<file path="config.mk">
export PLATFORM = sky130hd
export DESIGN_NAME = one_wire_bus_master
export DESIGN_NICKNAME = d
export VERILOG_FILES = /design/src/hw/rtl/owb_pkg.sv /design/src/hw/rtl/owb_front.sv /design/src/hw/rtl/owb_queue.sv /design/src/hw/rtl/owb_back.sv /design/src/hw/rtl/one_wire_bus_master.sv
export SDC_FILE = /design/constraint.sdc
export NUM_CORES = 1
export LEC_CHECK = 0
export BUFFER_PORTS_ARGS = -buffer_cell sky130_fd_sc_hd__buf_4
export CAP_MARGIN = 10
export CORE_ASPECT_RATIO = 1.1
export CORE_UTILIZATION = 65
export CTS_CLUSTER_DIAMETER = 150
export DETAILED_ROUTE_END_ITERATION = 10
export GPL_TIMING_DRIVEN = 0
export PLACE_DENSITY = 0.85
export SYNTH_ARGS = -nofsm -noshare
export SYNTH_HDL_FRONTEND = slang
export SYNTH_SLANG_ARGS = --single-unit
</file>
<file path="constraint.sdc">
create_clock -name i_clk -period 12.2 [get_ports i_clk]
set_input_delay 1.83 -clock i_clk [delete_from_list [all_inputs] [get_ports i_clk]]
set_output_delay 1.83 -clock i_clk [all_outputs]
set_load 0.01 [all_outputs]
</file>
<file path="src/hw/rtl/owb_pkg.sv">
package owb_pkg;

    localparam int BITS_PER_BYTE = 8;
    localparam int BIT_W         = $clog2(BITS_PER_BYTE);
    localparam int TICK_W        = 10;
    localparam int QUEUE_DEPTH   = 2;

    // configuration register indexes
    localparam int CFG_COUNT = 7;
    localparam int CFG_IDX_W = 3;
    localparam logic [CFG_IDX_W-1:0] CFG_RESET_LOW     = 3'd0;
    localparam logic [CFG_IDX_W-1:0] CFG_PRESENCE_WAIT = 3'd1;
    localparam logic [CFG_IDX_W-1:0] CFG_RESET_RECOV   = 3'd2;
    localparam logic [CFG_IDX_W-1:0] CFG_SLOT_START    = 3'd3;
    localparam logic [CFG_IDX_W-1:0] CFG_WRITE_HOLD    = 3'd4;
    localparam logic [CFG_IDX_W-1:0] CFG_READ_SAMPLE   = 3'd5;
    localparam logic [CFG_IDX_W-1:0] CFG_READ_RECOV    = 3'd6;

    localparam logic [TICK_W-1:0] CFG_RESET_VAL [CFG_COUNT] = '{
        10'd490, 10'd100, 10'd480, 10'd2, 10'd45, 10'd4, 10'd65
    };

    // request kind codes as they arrive on the bus
    localparam logic [1:0] KIND_TICK  = 2'd0;
    localparam logic [1:0] KIND_RESET = 2'd1;
    localparam logic [1:0] KIND_WRITE = 2'd2;
    localparam logic [1:0] KIND_READ  = 2'd3;

    typedef enum logic [1:0] {
        OP_TICK  = 2'd0,
        OP_RESET = 2'd1,
        OP_WRITE = 2'd2,
        OP_READ  = 2'd3
    } t_op;

    typedef struct packed {
        t_op        op;
        logic [7:0] write_byte;
        logic       line_level;
    } t_item;

    typedef struct packed {
        logic                 we;
        logic [CFG_IDX_W-1:0] idx;
        logic [TICK_W-1:0]    data;
    } t_cfg_wr;

    // result layout, last field in the lowest bits
    typedef struct packed {
        logic [3:0] pad;
        logic [7:0] read_data;
        logic       presence;
        logic       done_res;
        logic       busy_res;
        logic       drive_low;
    } t_result;

    typedef enum logic [9:0] {
        PH_IDLE      = 10'b00_0000_0001,
        PH_RST_LEAD  = 10'b00_0000_0010,
        PH_RST_LOW   = 10'b00_0000_0100,
        PH_RST_WAIT  = 10'b00_0000_1000,
        PH_RST_RECOV = 10'b00_0001_0000,
        PH_WR_START  = 10'b00_0010_0000,
        PH_WR_HOLD   = 10'b00_0100_0000,
        PH_RD_START  = 10'b00_1000_0000,
        PH_RD_WAIT   = 10'b01_0000_0000,
        PH_RD_RECOV  = 10'b10_0000_0000
    } t_phase;

endpackage

</file>
<file path="src/hw/rtl/owb_front.sv">
module owb_front (
    input  logic              i_clk,
    input  logic              i_rst_n,
    input  logic              i_valid,
    output logic              o_ready,
    input  logic [1:0]        i_kind,
    input  logic [7:0]        i_write_byte,
    input  logic              i_line_level,
    output logic              o_valid,
    input  logic              i_ready,
    output owb_pkg::t_item    o_item
);

    logic           r_valid;
    owb_pkg::t_item r_item;
    owb_pkg::t_item n_item;

    // decode the request kind
    always_comb begin
        n_item.write_byte = i_write_byte;
        n_item.line_level = i_line_level;
        case (i_kind)
            owb_pkg::KIND_TICK:  n_item.op = owb_pkg::OP_TICK;
            owb_pkg::KIND_RESET: n_item.op = owb_pkg::OP_RESET;
            owb_pkg::KIND_WRITE: n_item.op = owb_pkg::OP_WRITE;
            owb_pkg::KIND_READ:  n_item.op = owb_pkg::OP_READ;
            default:             n_item.op = owb_pkg::OP_TICK;
        endcase
    end

    assign o_ready = !r_valid || i_ready;
    assign o_valid = r_valid;
    assign o_item  = r_item;

    always_ff @(posedge i_clk) begin
        if (!i_rst_n) begin
            r_valid <= 1'b0;
        end else if (o_ready) begin
            r_valid <= i_valid;
        end
    end

    always_ff @(posedge i_clk) begin
        if (o_ready && i_valid) begin
            r_item <= n_item;
        end
    end

endmodule

</file>
<file path="src/hw/rtl/owb_queue.sv">
module owb_queue #(
    parameter int DEPTH = owb_pkg::QUEUE_DEPTH
) (
    input  logic              i_clk,
    input  logic              i_rst_n,
    input  logic              i_push_valid,
    output logic              o_push_ready,
    input  owb_pkg::t_item    i_push_item,
    output logic              o_pop_valid,
    input  logic              i_pop,
    output owb_pkg::t_item    o_pop_item
);

    localparam int AW = $clog2(DEPTH);
    localparam int CW = $clog2(DEPTH + 1);

    owb_pkg::t_item  r_mem [DEPTH];
    logic [AW-1:0]   r_wr_ptr;
    logic [AW-1:0]   r_rd_ptr;
    logic [CW-1:0]   r_count;
    logic            push;
    logic            pop;

    assign o_push_ready = (r_count != CW'(DEPTH));
    assign o_pop_valid  = (r_count != '0);
    assign o_pop_item   = r_mem[r_rd_ptr];
    assign push         = i_push_valid && o_push_ready;
    assign pop          = i_pop && o_pop_valid;

    always_ff @(posedge i_clk) begin
        if (push) begin
            r_mem[r_wr_ptr] <= i_push_item;
        end
    end

    always_ff @(posedge i_clk) begin
        if (!i_rst_n) begin
            r_wr_ptr <= '0;
            r_rd_ptr <= '0;
            r_count  <= '0;
        end else begin
            if (push) begin
                r_wr_ptr <= (r_wr_ptr == AW'(DEPTH - 1)) ? '0 : r_wr_ptr + 1'b1;
            end
            if (pop) begin
                r_rd_ptr <= (r_rd_ptr == AW'(DEPTH - 1)) ? '0 : r_rd_ptr + 1'b1;
            end
            case ({push, pop})
                2'b10:   r_count <= r_count + 1'b1;
                2'b01:   r_count <= r_count - 1'b1;
                default: r_count <= r_count;
            endcase
        end
    end

    a_count_bound: assert property (@(posedge i_clk) disable iff (!i_rst_n)
        r_count <= CW'(DEPTH))
        else $error("queue count beyond depth");

endmodule

</file>
<file path="src/hw/rtl/owb_back.sv">
module owb_back (
    input  logic              i_clk,
    input  logic              i_rst_n,
    input  owb_pkg::t_cfg_wr  i_cfg,
    input  logic              i_valid,
    output logic              o_pop,
    input  owb_pkg::t_item    i_item,
    output logic              o_valid,
    input  logic              i_ready,
    output owb_pkg::t_result  o_result
);

    logic [owb_pkg::TICK_W-1:0] r_cfg [owb_pkg::CFG_COUNT];

    owb_pkg::t_phase             r_phase, n_phase;
    logic [owb_pkg::TICK_W-1:0]  r_cnt, n_cnt;
    logic [owb_pkg::BIT_W-1:0]   r_bit, n_bit;
    logic [7:0]                  r_shift, n_shift;
    logic                        r_pres, n_pres;
    logic [7:0]                  r_read, n_read;
    logic                        r_out_valid;
    owb_pkg::t_result            r_out, n_out;

    logic [owb_pkg::TICK_W-1:0]  cnt_inc;
    logic [owb_pkg::TICK_W-1:0]  len;
    logic                        last_bit;
    logic                        done;
    logic                        out_free;

    assign out_free = !r_out_valid || i_ready;
    assign o_pop    = i_valid && out_free;
    assign o_valid  = r_out_valid;
    assign o_result = r_out;

    always_ff @(posedge i_clk) begin
        if (!i_rst_n) begin
            for (int i = 0; i < owb_pkg::CFG_COUNT; i++) begin
                r_cfg[i] <= owb_pkg::CFG_RESET_VAL[i];
            end
        end else if (i_cfg.we && i_cfg.idx < owb_pkg::CFG_IDX_W'(owb_pkg::CFG_COUNT)) begin
            r_cfg[i_cfg.idx] <= i_cfg.data;
        end
    end

    // duration of the running phase
    always_comb begin
        case (r_phase)
            owb_pkg::PH_RST_LEAD:  len = r_cfg[owb_pkg::CFG_SLOT_START];
            owb_pkg::PH_RST_LOW:   len = r_cfg[owb_pkg::CFG_RESET_LOW];
            owb_pkg::PH_RST_WAIT:  len = r_cfg[owb_pkg::CFG_PRESENCE_WAIT];
            owb_pkg::PH_RST_RECOV: len = r_cfg[owb_pkg::CFG_RESET_RECOV];
            owb_pkg::PH_WR_START:  len = r_cfg[owb_pkg::CFG_SLOT_START];
            owb_pkg::PH_WR_HOLD:   len = r_cfg[owb_pkg::CFG_WRITE_HOLD];
            owb_pkg::PH_RD_START:  len = r_cfg[owb_pkg::CFG_SLOT_START];
            owb_pkg::PH_RD_WAIT:   len = r_cfg[owb_pkg::CFG_READ_SAMPLE];
            owb_pkg::PH_RD_RECOV:  len = r_cfg[owb_pkg::CFG_READ_RECOV];
            default:               len = owb_pkg::TICK_W'(1);
        endcase
    end

    assign cnt_inc  = r_cnt + 1'b1;
    assign last_bit = (r_bit == owb_pkg::BIT_W'(owb_pkg::BITS_PER_BYTE - 1));

    always_comb begin
        n_phase = r_phase;
        n_cnt   = r_cnt;
        n_bit   = r_bit;
        n_shift = r_shift;
        n_pres  = r_pres;
        n_read  = r_read;
        done    = 1'b0;
        if (i_item.op == owb_pkg::OP_TICK) begin
            if (r_phase != owb_pkg::PH_IDLE) begin
                if (cnt_inc >= len) begin
                    n_cnt = '0;
                    case (r_phase)
                        owb_pkg::PH_RST_LEAD:  n_phase = owb_pkg::PH_RST_LOW;
                        owb_pkg::PH_RST_LOW:   n_phase = owb_pkg::PH_RST_WAIT;
                        owb_pkg::PH_RST_WAIT: begin
                            n_pres  = !i_item.line_level;
                            n_phase = owb_pkg::PH_RST_RECOV;
                        end
                        owb_pkg::PH_RST_RECOV: begin
                            n_phase = owb_pkg::PH_IDLE;
                            done    = 1'b1;
                        end
                        owb_pkg::PH_WR_START:  n_phase = owb_pkg::PH_WR_HOLD;
                        owb_pkg::PH_WR_HOLD: begin
                            n_shift = {1'b0, r_shift[7:1]};
                            if (last_bit) begin
                                n_bit   = '0;
                                n_phase = owb_pkg::PH_IDLE;
                                done    = 1'b1;
                            end else begin
                                n_bit   = r_bit + 1'b1;
                                n_phase = owb_pkg::PH_WR_START;
                            end
                        end
                        owb_pkg::PH_RD_START:  n_phase = owb_pkg::PH_RD_WAIT;
                        owb_pkg::PH_RD_WAIT: begin
                            n_shift = {i_item.line_level, r_shift[7:1]};
                            n_phase = owb_pkg::PH_RD_RECOV;
                        end
                        owb_pkg::PH_RD_RECOV: begin
                            if (last_bit) begin
                                n_read  = r_shift;
                                n_bit   = '0;
                                n_phase = owb_pkg::PH_IDLE;
                                done    = 1'b1;
                            end else begin
                                n_bit   = r_bit + 1'b1;
                                n_phase = owb_pkg::PH_RD_START;
                            end
                        end
                        default:               n_phase = owb_pkg::PH_IDLE;
                    endcase
                end else begin
                    n_cnt = cnt_inc;
                end
            end
        end else if (r_phase == owb_pkg::PH_IDLE) begin
            // commands only start from idle, otherwise dropped
            n_bit = '0;
            n_cnt = '0;
            case (i_item.op)
                owb_pkg::OP_RESET: n_phase = owb_pkg::PH_RST_LEAD;
                owb_pkg::OP_WRITE: begin
                    n_shift = i_item.write_byte;
                    n_phase = owb_pkg::PH_WR_START;
                end
                default: begin
                    n_shift = '0;
                    n_phase = owb_pkg::PH_RD_START;
                end
            endcase
        end
    end

    // result reflects the state after this request
    always_comb begin
        n_out           = '0;
        n_out.read_data = n_read;
        n_out.presence  = n_pres;
        n_out.done_res  = done;
        n_out.busy_res  = (n_phase != owb_pkg::PH_IDLE);
        case (n_phase)
            owb_pkg::PH_RST_LOW,
            owb_pkg::PH_WR_START,
            owb_pkg::PH_RD_START: n_out.drive_low = 1'b1;
            owb_pkg::PH_WR_HOLD:  n_out.drive_low = !n_shift[0];
            default:              n_out.drive_low = 1'b0;
        endcase
    end

    always_ff @(posedge i_clk) begin
        if (!i_rst_n) begin
            r_phase     <= owb_pkg::PH_IDLE;
            r_cnt       <= '0;
            r_bit       <= '0;
            r_shift     <= '0;
            r_pres      <= 1'b0;
            r_read      <= '0;
            r_out_valid <= 1'b0;
        end else begin
            if (o_pop) begin
                r_phase <= n_phase;
                r_cnt   <= n_cnt;
                r_bit   <= n_bit;
                r_shift <= n_shift;
                r_pres  <= n_pres;
                r_read  <= n_read;
            end
            if (out_free) begin
                r_out_valid <= i_valid;
            end
        end
    end

    always_ff @(posedge i_clk) begin
        if (o_pop) begin
            r_out <= n_out;
        end
    end

    a_drive_busy: assert property (@(posedge i_clk) disable iff (!i_rst_n)
        r_out_valid && r_out.drive_low |-> r_out.busy_res)
        else $error("line driven while not busy");

    a_done_idle: assert property (@(posedge i_clk) disable iff (!i_rst_n)
        r_out_valid && r_out.done_res |-> !r_out.busy_res)
        else $error("done reported while still busy");

    a_bit_in_byte_op: assert property (@(posedge i_clk) disable iff (!i_rst_n)
        r_bit != '0 |-> (r_phase == owb_pkg::PH_WR_START || r_phase == owb_pkg::PH_WR_HOLD
            || r_phase == owb_pkg::PH_RD_START || r_phase == owb_pkg::PH_RD_WAIT
            || r_phase == owb_pkg::PH_RD_RECOV))
        else $error("bit index set outside a byte operation");

    a_cnt_below_len: assert property (@(posedge i_clk) disable iff (!i_rst_n)
        $past(o_pop) && r_phase == owb_pkg::PH_IDLE |-> r_cnt == '0)
        else $error("tick counter left running in idle");

endmodule

</file>
<file path="src/hw/rtl/one_wire_bus_master.sv">
// single-wire bus master. each request on the slave side is either a
// one-microsecond tick or a command (reset, write byte, read byte); commands
// that arrive while an operation runs are dropped and take no bus time. every
// request yields exactly one result on the master side showing the line drive,
// busy, done, the last presence answer and the last byte read, as they stand
// after that request. slot timing is set by the seven 10-bit duration
// registers, written through the plain write port; the user must write them
// only while idle, which the block itself does not enforce (index 0 reset low,
// 1 presence wait, 2 reset recovery, 3 slot start, 4 write hold, 5 read sample,
// 6 read recovery; index 7 is ignored; a zero acts as one). throughput is one
// request per clock when the master side does not stall; a request passes a
// decode register, a two-entry queue and the phase engine with its result
// register, in that order. the engine holds one phase counter and a single
// compare.
module one_wire_bus_master #(
    parameter int QUEUE_DEPTH = owb_pkg::QUEUE_DEPTH
) (
    input  logic                           i_clk,
    input  logic                           i_rst_n,
    // slave side
    input  logic                           s_axis_tvalid,
    output logic                           s_axis_tready,
    input  logic [15:0]                    s_axis_tdata,  // write_byte[7:0], line_level[8]
    input  logic [1:0]                     s_axis_tuser,  // kind[1:0]
    // master side
    output logic                           m_axis_tvalid,
    input  logic                           m_axis_tready,
    output logic [15:0]                    m_axis_tdata,  // drive_low[0], busy_res[1],
                                                          // done_res[2], presence[3],
                                                          // read_data[11:4]
    // configuration
    input  logic                           i_cfg_we,
    input  logic [owb_pkg::CFG_IDX_W-1:0]  i_cfg_idx,
    input  logic [owb_pkg::TICK_W-1:0]     i_cfg_data
);

    logic              front_valid;
    logic              front_ready;
    owb_pkg::t_item    front_item;
    logic              q_valid;
    logic              q_pop;
    owb_pkg::t_item    q_item;
    owb_pkg::t_cfg_wr  cfg_wr;
    owb_pkg::t_result  result;

    assign cfg_wr.we   = i_cfg_we;
    assign cfg_wr.idx  = i_cfg_idx;
    assign cfg_wr.data = i_cfg_data;

    // decode request kind and capture payload
    owb_front u_front (
        .i_clk        (i_clk),
        .i_rst_n      (i_rst_n),
        .i_valid      (s_axis_tvalid),
        .o_ready      (s_axis_tready),
        .i_kind       (s_axis_tuser),
        .i_write_byte (s_axis_tdata[7:0]),
        .i_line_level (s_axis_tdata[8]),
        .o_valid      (front_valid),
        .i_ready      (front_ready),
        .o_item       (front_item)
    );

    // short queue so decode and engine stall independently
    owb_queue #(
        .DEPTH (QUEUE_DEPTH)
    ) u_queue (
        .i_clk        (i_clk),
        .i_rst_n      (i_rst_n),
        .i_push_valid (front_valid),
        .o_push_ready (front_ready),
        .i_push_item  (front_item),
        .o_pop_valid  (q_valid),
        .i_pop        (q_pop),
        .o_pop_item   (q_item)
    );

    // phase engine with result register
    owb_back u_back (
        .i_clk    (i_clk),
        .i_rst_n  (i_rst_n),
        .i_cfg    (cfg_wr),
        .i_valid  (q_valid),
        .o_pop    (q_pop),
        .i_item   (q_item),
        .o_valid  (m_axis_tvalid),
        .i_ready  (m_axis_tready),
        .o_result (result)
    );

    assign m_axis_tdata = result;

endmodule
</file>
==> impl_results.md <==
- # clock sinks: 162
- Grt ovf: 0
- Max Root-Sink Buffers: 2
- HP Class: reg -> reg
- # resized after CTS: 0
- P&R area growth vs syn: 14.1%
- Worst R2R Start: u_back.r_phase[7]
- Hold depth: 0
- Pin count of the biggest net entering global routing: 23
- Clock Skew: 0.00936 ns
- Worst R2R End: u_back.o_result[9]
- GRT Overall Usage: 31.4%
- Mapped Avg Cell Area: 11.2 sq um
- Run status: finished, violations left
- CTS buffer count: 17
- Hold Slack: 0.444 ns
- MaxCap Viol Count: 0
- Final hold vios: 0
- Global-route wire length before repair: 28.1 mm
- Antenna diodes: 0
- Layout cells sized above 1: 16.9%
- Relative slew slack: 16.6%
- H-Tree Level Count: 4
- Final Max Slew Viols: 0
- CP Capture Type: register
- PortBufs: 40
- DRC viols: 2
- Crit-path max FO: 10
- DP Wirelength: 12.5 mm
- Final Util: 77.5%
- Initial antenna violation count: 0
- Synth top area cells: edfxtp_1 (42%), dfxtp_1 (15%), nor2_1 (4.2%)
- Final setup vio count: 0
- Routability Congestion: 0.963
- Largest area contributor in the netlist: edfxtp_1
- Drt pass-1 iters: 9
- Non-Filler Instances: 893
- Final #Nets: 787
- Core Area: 11100 sq um
- Hold Path Origin: u_front.o_item[2]
- CTS root buffer: clkbuf_16
- Drt via density: 6.25
- Hold_buf cts: 0
- Die W: 104 microns
- LEAKAGE: 3.15 nW
- R2R cell count: 15
- Async set or reset register ratio after synthesis: 0%
- Fmax: 0.202 GHz
- Critical path class: reg -> reg
- EDFF count, synth: 105
- Flops & latches, synth: 162
- PD cells: 200 nW/um^2
- Avg WL per Cell: 19.9 microns
- Distinct cell type count after synthesis: 63
- Worst Hold Path EP: u_queue.r_mem[0][2]
- Fin crit share: 40.5%
- Register-to-register setup slack: 7.26 ns
- Syn Inst Count: 670
- Final min period: 4.94 ns
- Worst-path clk slew: 0.06 ns
- Drt initial violations: 662
- DIE AREA: 12000 sq um
- Failing checks: design-rule violations
- Worst EP required: 12.38 ns
- Final setup TNS: 0 ns
- Top_reg_cell synth: edfxtp_1
- Synth Cell Area: 7510 sq um
- Slew of the pin with the lowest slew margin: 1.25 ns
- Synth Warn #: 0
- Post-Route WL: 17.8 mm
- I/O pin count: 54
- # rows: 40
- Crit start category: register
- Height of the die: 115 microns
- Worst vdd ir: 0.150 mV
- Share of the synthesized area in the top cell type: 42.0%
- Initial core utilization: 67.9%
- Postcts setup bufs: 0
- Clk Latency, worst-skew pair: 0.44 ns
- # placed instances: 861
- Vias: 5578
- Crit path DAT: 5.13 ns
- Register area share after synthesis: 57.2%
- CTS tree: built
- Routed Antenna Nets: 0
- Vias in the first global route: 5440
- RSZ-0062 raised after global routing: no
state kept, by name, summed over array words and instances (netlist names), named ones only:
signal            count
u_back.r_bit          3
u_back.r_shift        8
u_back.r_cnt         10
u_queue.r_wr_ptr      1
u_queue.r_rd_ptr      1
u_back.r_phase       10
u_back.r_read         8
u_front.o_valid       1
u_back.r_cfg         70
u_back.r_pres         1
u_queue.r_count       2
u_front.o_item       11
u_queue.r_mem        22
u_back.o_result      12
u_back.o_valid        1
worst max path at each step:
stage                                  from             endpoint  slack [ns]
final                     u_back.r_phase[7]   u_back.o_result[9]        7.26
after global routing      u_back.r_phase[7]   u_back.o_result[9]        7.04
after CTS                 u_back.r_phase[7]   u_back.o_result[9]        7.36
after detailed placement  u_back.r_phase[7]   u_back.o_result[9]        7.36
after global placement    u_back.r_phase[7]  u_back.o_result[11]        7.49
after floorplan               m_axis_tready   u_queue.r_count[1]        8.23
synthesized netlist by cell type (all sizes together) (5+ instances only):
cell type / n
xor2: 7
and3: 15
or2: 5
or3: 9
xnor2: 7
ha: 18
a32oi: 7
nor3: 5
nand2b: 5
dfxtp: 57
nand3: 15
o21ai: 13
nor4: 6
buf: 17
clkbuf: 23
a222oi: 19
mux2: 18
a21oi: 26
inv: 24
nor2b: 8
edfxtp: 105
and4: 5
a211oi: 16
mux2i: 19
nand2: 81
nor2: 85
and2: 10
a22oi: 11
worst max-delay path: stages, from the launching register on:
cell and delay (ns):
dfxtp_1 0.29, buf_2 0.18, nor4_1 0.38, and4_1 0.27, clkbuf_1 0.25, clkbuf_1 0.45
a222oi_1 0.27, and3_1 0.28, ha_1 0.31, a41oi_1 0.18, a211oi_4 0.53, o21ai_4 0.20
nor2_2 0.27, and3_1 0.21, buf_2 0.23, mux2_2 0.37
cell usage in the layout (no fill, tap or decap), types with 10 or more instances in the layout:
cell,n
edfxtp_1,105
nor2_1,83
nand2_1,81
dfxtp_1,57
buf_4,46
a21oi_1,26
clkbuf_1,24
inv_1,23
a222oi_1,19
mux2i_1,19
mux2_2,18
ha_1,18
clkbuf_16,17
and3_1,15
nand3_1,15
a22oi_1,11
a211oi_1,11
and2_1,10
report_power, final:
group          internal (mW)  switching [mW]  leakage (nW)  total [mW]
Combinational          0.187           0.321          1.41       0.508
Sequential             0.663          0.0398          1.47       0.703
Clock                  0.283           0.221         0.275       0.504
final cells by class:
class	count	area, sq um
flip-flops and latches	162	4290
multi-input cells	446	2930
fillers	678	2490
clock buffers	18	429
repair buffers	41	308
plain buffers	40	201
well taps	147	184
clock inverters	14	129
inverters	25	93.8
logic make-up (layout without fill, tap and decap cells):
logic type | Yosys count | after routing | synth area share [%]
other cells | 1 | 4 | 0.0500
fa+ha+maj | 18 | 18 | 3.00
simple gates | 264 | 264 | 17.5
compound gates | 109 | 109 | 11.5
xor+xnor | 14 | 14 | 1.63
mux | 37 | 37 | 5.23
flops | 162 | 162 | 57.2
buf+inv | 65 | 138 | 3.93
metrics by stage:
stage / worst slack (ns) / area (sq um) / power [mW]
floorplan: 8.23 / 7520 / 1.06
global placement: 7.49 / 8000 / 1.19
detailed placement: 7.36 / 8010 / 1.21
CTS: 7.36 / 8570 / 1.70
global route: 7.04 / 8570 / 1.78
finish: 7.26 / 8570 / 1.71
routing by layer:
metal	share of wire [%]	vias up	wire [microns]	global-route usage, %
met2	49	290	8790	52.6
met3	7.8	52	1390	6.55
met5	0	-	0	0
li1	-	2585	-	-
met4	3.2	0	567	15.0
met1	40	2651	7030	39.4
Power figures use the tool's default switching activity.
